$ cat src/rtl/npt_pkg.sv
`timescale 1ns / 1ps

package npt_pkg;

	localparam logic CMD_INSERT = 1'b0;
	localparam logic CMD_QUERY  = 1'b1;

	localparam int STATUS_BITS = 2;
	localparam logic [STATUS_BITS-1:0] STATUS_OK    = 2'd0;
	localparam logic [STATUS_BITS-1:0] STATUS_FULL  = 2'd1;
	localparam logic [STATUS_BITS-1:0] STATUS_EMPTY = 2'd2;

	typedef enum logic [1:0] {
		ST_IDLE,
		ST_SCAN,
		ST_DRAIN,
		ST_EMIT
	} npt_state_t;

	// controller -> datapath
	typedef struct packed {
		logic accept;
		logic scan_step;
		logic load_out;
	} npt_cmd_t;

	// datapath -> controller
	typedef struct packed {
		logic empty;
		logic scan_last;
		logic pipe_busy;
	} npt_stat_t;

endpackage

$ cat src/rtl/npt_ctrl.sv
`timescale 1ns / 1ps

module npt_ctrl (
	input  logic                clk,
	input  logic                arst_n,
	input  logic                in_valid,
	input  logic                in_cmd,
	output logic                in_ready,
	output logic                out_valid,
	input  logic                out_ready,
	input  npt_pkg::npt_stat_t  stat,
	output npt_pkg::npt_cmd_t   cmd
);
	import npt_pkg::*;

	npt_state_t state_q;
	npt_state_t state_next;
	logic       out_valid_q;

	always_comb begin
		in_ready      = (state_q == ST_IDLE);
		cmd.accept    = (state_q == ST_IDLE) && in_valid;
		cmd.scan_step = (state_q == ST_SCAN);
		cmd.load_out  = (state_q == ST_EMIT) && (!out_valid_q || out_ready);
	end

	always_comb begin
		state_next = state_q;
		unique case (state_q)
			ST_IDLE: begin
				if (in_valid) begin
					if (in_cmd == CMD_QUERY && !stat.empty)
						state_next = ST_SCAN;
					else
						state_next = ST_EMIT;
				end
			end
			ST_SCAN: begin
				if (stat.scan_last)
					state_next = ST_DRAIN;
			end
			ST_DRAIN: begin
				if (!stat.pipe_busy)
					state_next = ST_EMIT;
			end
			ST_EMIT: begin
				if (!out_valid_q || out_ready)
					state_next = ST_IDLE;
			end
			default: state_next = ST_IDLE;
		endcase
	end

	always_ff @(posedge clk or negedge arst_n) begin
		if (!arst_n) begin
			state_q <= ST_IDLE;
		end else begin
			state_q <= state_next;
		end
	end

	always_ff @(posedge clk or negedge arst_n) begin
		if (!arst_n) begin
			out_valid_q <= 1'b0;
		end else if (cmd.load_out) begin
			out_valid_q <= 1'b1;
		end else if (out_ready) begin
			out_valid_q <= 1'b0;
		end
	end

	assign out_valid = out_valid_q;

endmodule

$ cat config.mk
export PLATFORM = sky130hd
export DESIGN_NAME = npt_ctrl
export DESIGN_NICKNAME = d
export VERILOG_FILES = /design/src/rtl/npt_pkg.sv /design/src/rtl/npt_ctrl.sv
export SDC_FILE = /design/constraint.sdc
export NUM_CORES = 1
export LEC_CHECK = 0
export ABC_AREA = 1
export BUFFER_PORTS_ARGS = -buffer_cell sky130_fd_sc_hd__buf_2
export CAP_MARGIN = 20
export CORE_AREA = 8 8 45 47
export CTS_BUF_LIST = sky130_fd_sc_hd__clkbuf_2
export CTS_CLUSTER_DIAMETER = 50
export DETAILED_ROUTE_END_ITERATION = 10
export DIE_AREA = 0 0 53 55
export HOLD_SLACK_MARGIN = 0.06
export PLACE_DENSITY_LB_ADDON = 0.12
export RECOVER_POWER = 100
export SETUP_SLACK_MARGIN = 0.3
export SLEW_MARGIN = 20
export SYNTH_ARGS = -nofsm -noshare
export SYNTH_HDL_FRONTEND = slang
export SYNTH_SLANG_ARGS = --single-unit
$ cat constraint.sdc
create_clock -name clk -period 1.33 [get_ports clk]
set_clock_uncertainty 0.2 [all_clocks]
set_input_delay 0.133 -clock clk [delete_from_list [all_inputs] [get_ports clk]]
set_output_delay 0.133 -clock clk [all_outputs]
set_load 0.005 [all_outputs]
==> impl_metrics.env <==
export IMPL_finalHoldViolCount=0
export IMPL_cts_htree_levels=1
export IMPL_outcome="complete, but fails checks"
export IMPL_p_seq_frac=0.194
export IMPL_drive_above_1_share=0.576
export IMPL_clk_latency_ps=200
export IMPL_rows=14
export IMPL_ys_types=11
export IMPL_post_drt_via_cell_ratio=3.81
export IMPL_start_util=0.183
export IMPL_synth_top_area_frac=0.297
export IMPL_finalMaxSlewViolations=0
export IMPL_setup_viol_count_final=5
export IMPL_dp_final_hpwl_um=481
export IMPL_detail_route_antenna_nets=0
export IMPL_syn2layout_area_growth_pct=80.2
export IMPL_grt_pass1_wl_um=959
export IMPL_synth_area_top_cells="dfrtp_1 (30%), ha_1 (20%), nand2_1 (16%)"
export IMPL_netlist_area_um2=253
export IMPL_clk_pin_slew_worst_paths_ps=40
export IMPL_setup_slack_ps=-46.3
export IMPL_numClockSinks=3
export IMPL_vdd_ir_drop_max_mv=0.812
export IMPL_p_total_uw=973
export IMPL_swShare=0.411
export IMPL_cp_required_ps=1210
export IMPL_path_max_fanout=3
export IMPL_cpMostUsedCell="nand2_1"
export IMPL_fin_nets=72
export IMPL_holdBufCountCts=2
export IMPL_min_period_ps=1380
export IMPL_ys_seq_area_frac=0.297
export IMPL_grtUsageTotal=0.0454
export IMPL_die_y_um=55
export IMPL_cp_end_kind="flop"
export IMPL_critPathMaxStageDelay_ps=400
export IMPL_clockBufferDepth=2
export IMPL_core_area_um2=1380
export IMPL_io_buffers=12
export IMPL_p_comb_frac=0.678
export IMPL_drc=0
export IMPL_synth_top_cell_by_area="dfrtp_1"
export IMPL_synth_nets=48
export IMPL_internal_power_uw=573
export IMPL_dieArea_um2=2920
export IMPL_grt_antenna_before_repair=0
export IMPL_max_freq_mhz=727
export IMPL_root_buffer="clkbuf_2"
export IMPL_path_class="reg2reg"
export IMPL_worst_pin_slew_ps=149
export IMPL_relSlewSlack=0.901
export IMPL_die_x_um=53
export IMPL_switchingPower_uw=400
export IMPL_maxCapViolations=0
export IMPL_violations="negative setup slack"
export IMPL_p_clk_frac=0.128
export IMPL_overflow=0
export IMPL_n_antenna_cell=0
export IMPL_layout_worst_path_cycle_share=1.03
export IMPL_avgRoutedWirePerCell_um=8.52
export IMPL_via_count=286
export IMPL_rsz0062_at_grt="yes"
export IMPL_cp_slowest_cell="dfrtp_1"
export IMPL_power_leakage_nw=0.260
export IMPL_startpoint_type="flop"
export IMPL_hold_class="in2async"
export IMPL_syn_avg_cell_area_um2=7.02
export IMPL_whs_ps=61.8
export IMPL_globalplace_congestion=0.631
export IMPL_routed_wirelength_um=639
export IMPL_powerDensity_nw_per_um2=2140
export IMPL_dr_pass1_iters=2
export IMPL_cts_made_buffers=3
export IMPL_yosysWarningCount=0
export IMPL_grt_max_degree=7
export IMPL_yosys_register_bits=3
export IMPL_arrival_ps=1260
export IMPL_path_cells="buf_4, ha_2, nand2_1, nand2_2, o21bai_1, nand2_1"
export IMPL_drt_initial_drc_count=1
export IMPL_fillers=152
export IMPL_synthCells=36
export IMPL_cts_tree="built"
export IMPL_io_pins=13
export IMPL_grt_pass1_vias=274
-- sequential cells by signal, summed over array words and instances (netlist names) --
name and cells:
out_valid 1, state_q 2
-- power groups by stage --
stage               sequential (mW)  combinational, mW  clock (mW)
floorplan                     0.184              0.355           0
global placement              0.192              0.502           0
detailed placement            0.192              0.489           0
CTS                           0.189              0.585       0.132
global route                  0.194              0.745       0.147
finish                        0.189              0.660       0.124
-- cell usage in the layout (no fill, tap or decap), drive strengths merged --
cell type	n
nand2	12
buf	15
o21bai	2
or2	1
dlygate4sd3	2
nand3	1
clkbuf	6
nor2	3
a21oi	2
dfrtp	3
inv	8
ha	4
-- cells in the mapped netlist (all sizes together) --
library cell	count
dfrtp	3
nand3	1
o21bai	2
a21oi	2
nor2	3
ha	4
or2	1
inv	8
nand2	12
-- final timing paths --
check | startpoint | end | slack [ps] | cells after the start
max in group asynchronous | arst_n | state_q[1] | 720 | 2
worst max register to register | state_q[1] | state_q[1] | -50 | 6
worst min register to register | out_valid | out_valid | 360 | 2
worst max-delay path | state_q[1] | state_q[1] | -50 | 6
worst min-delay path | arst_n | out_valid | 60 | 2
min in group clk | stat[0] | state_q[0] | 110 | 5
-- timing repair --
| item | 4_1_cts | 5_1_grt |
|---|---|---|
| gates resized for setup | 4 | 6 |
| pin swaps | 5 | 4 |
| buffers inserted | 3 | 2 |
| endpoints found under the setup margin | 8 | 8 |
| endpoints found under the hold margin | 4 | 3 |
-- layer usage --
metal	track usage	part of all wire	vias to the layer above
met4	0.0388	0	0
met2	0.0664	0.48	9
li1	-	-	152
met5	0	0	-
met1	0.0427	0.41	125
met3	0.0321	0.11	0
-- area by class of cell --
type / count / area (um2) / area share
Clock buffer: 4 / 20.0 / 0.0440
Inverter: 8 / 30.0 / 0.0659
Multi-Input combinational cell: 25 / 181 / 0.398
Sequential cell: 3 / 75.1 / 0.165
Tap cell: 16 / 20.0 / 0.0440
Timing Repair Buffer: 19 / 129 / 0.283
-- worst max-delay path, delay by kind of cell, from the launching register on --
| family | cells | cell delay [ps] |
|---|---|---|
| flops | 1 | 400 |
| simple gates | 3 | 200 |
| fa+ha+maj | 1 | 170 |
| compound gates | 1 | 150 |
| buf+inv | 1 | 140 |
-- through the flow --
step                      instances  worst slack [ps]  cell area, um2  utilization  TNS [ps]
final                            75             -46.3             455        0.329      -214
after global routing             75              -137             455        0.329      -644
after CTS                        73             -75.2             424        0.307      -224
after detailed placement         64              25.8             353        0.255         0
after global placement           64             -10.5             353        0.255     -10.5
after floorplan                  36               101             273            -         0
-- logic make-up after synthesis --
group,share of synthesized area
AOI/OAI and AO/OA,0.0990
adders and majority gates,0.198
buffers and inverters,0.119
DFF,0.297
and+or+nand+nor,0.287
(Power assumes the default switching activity.)
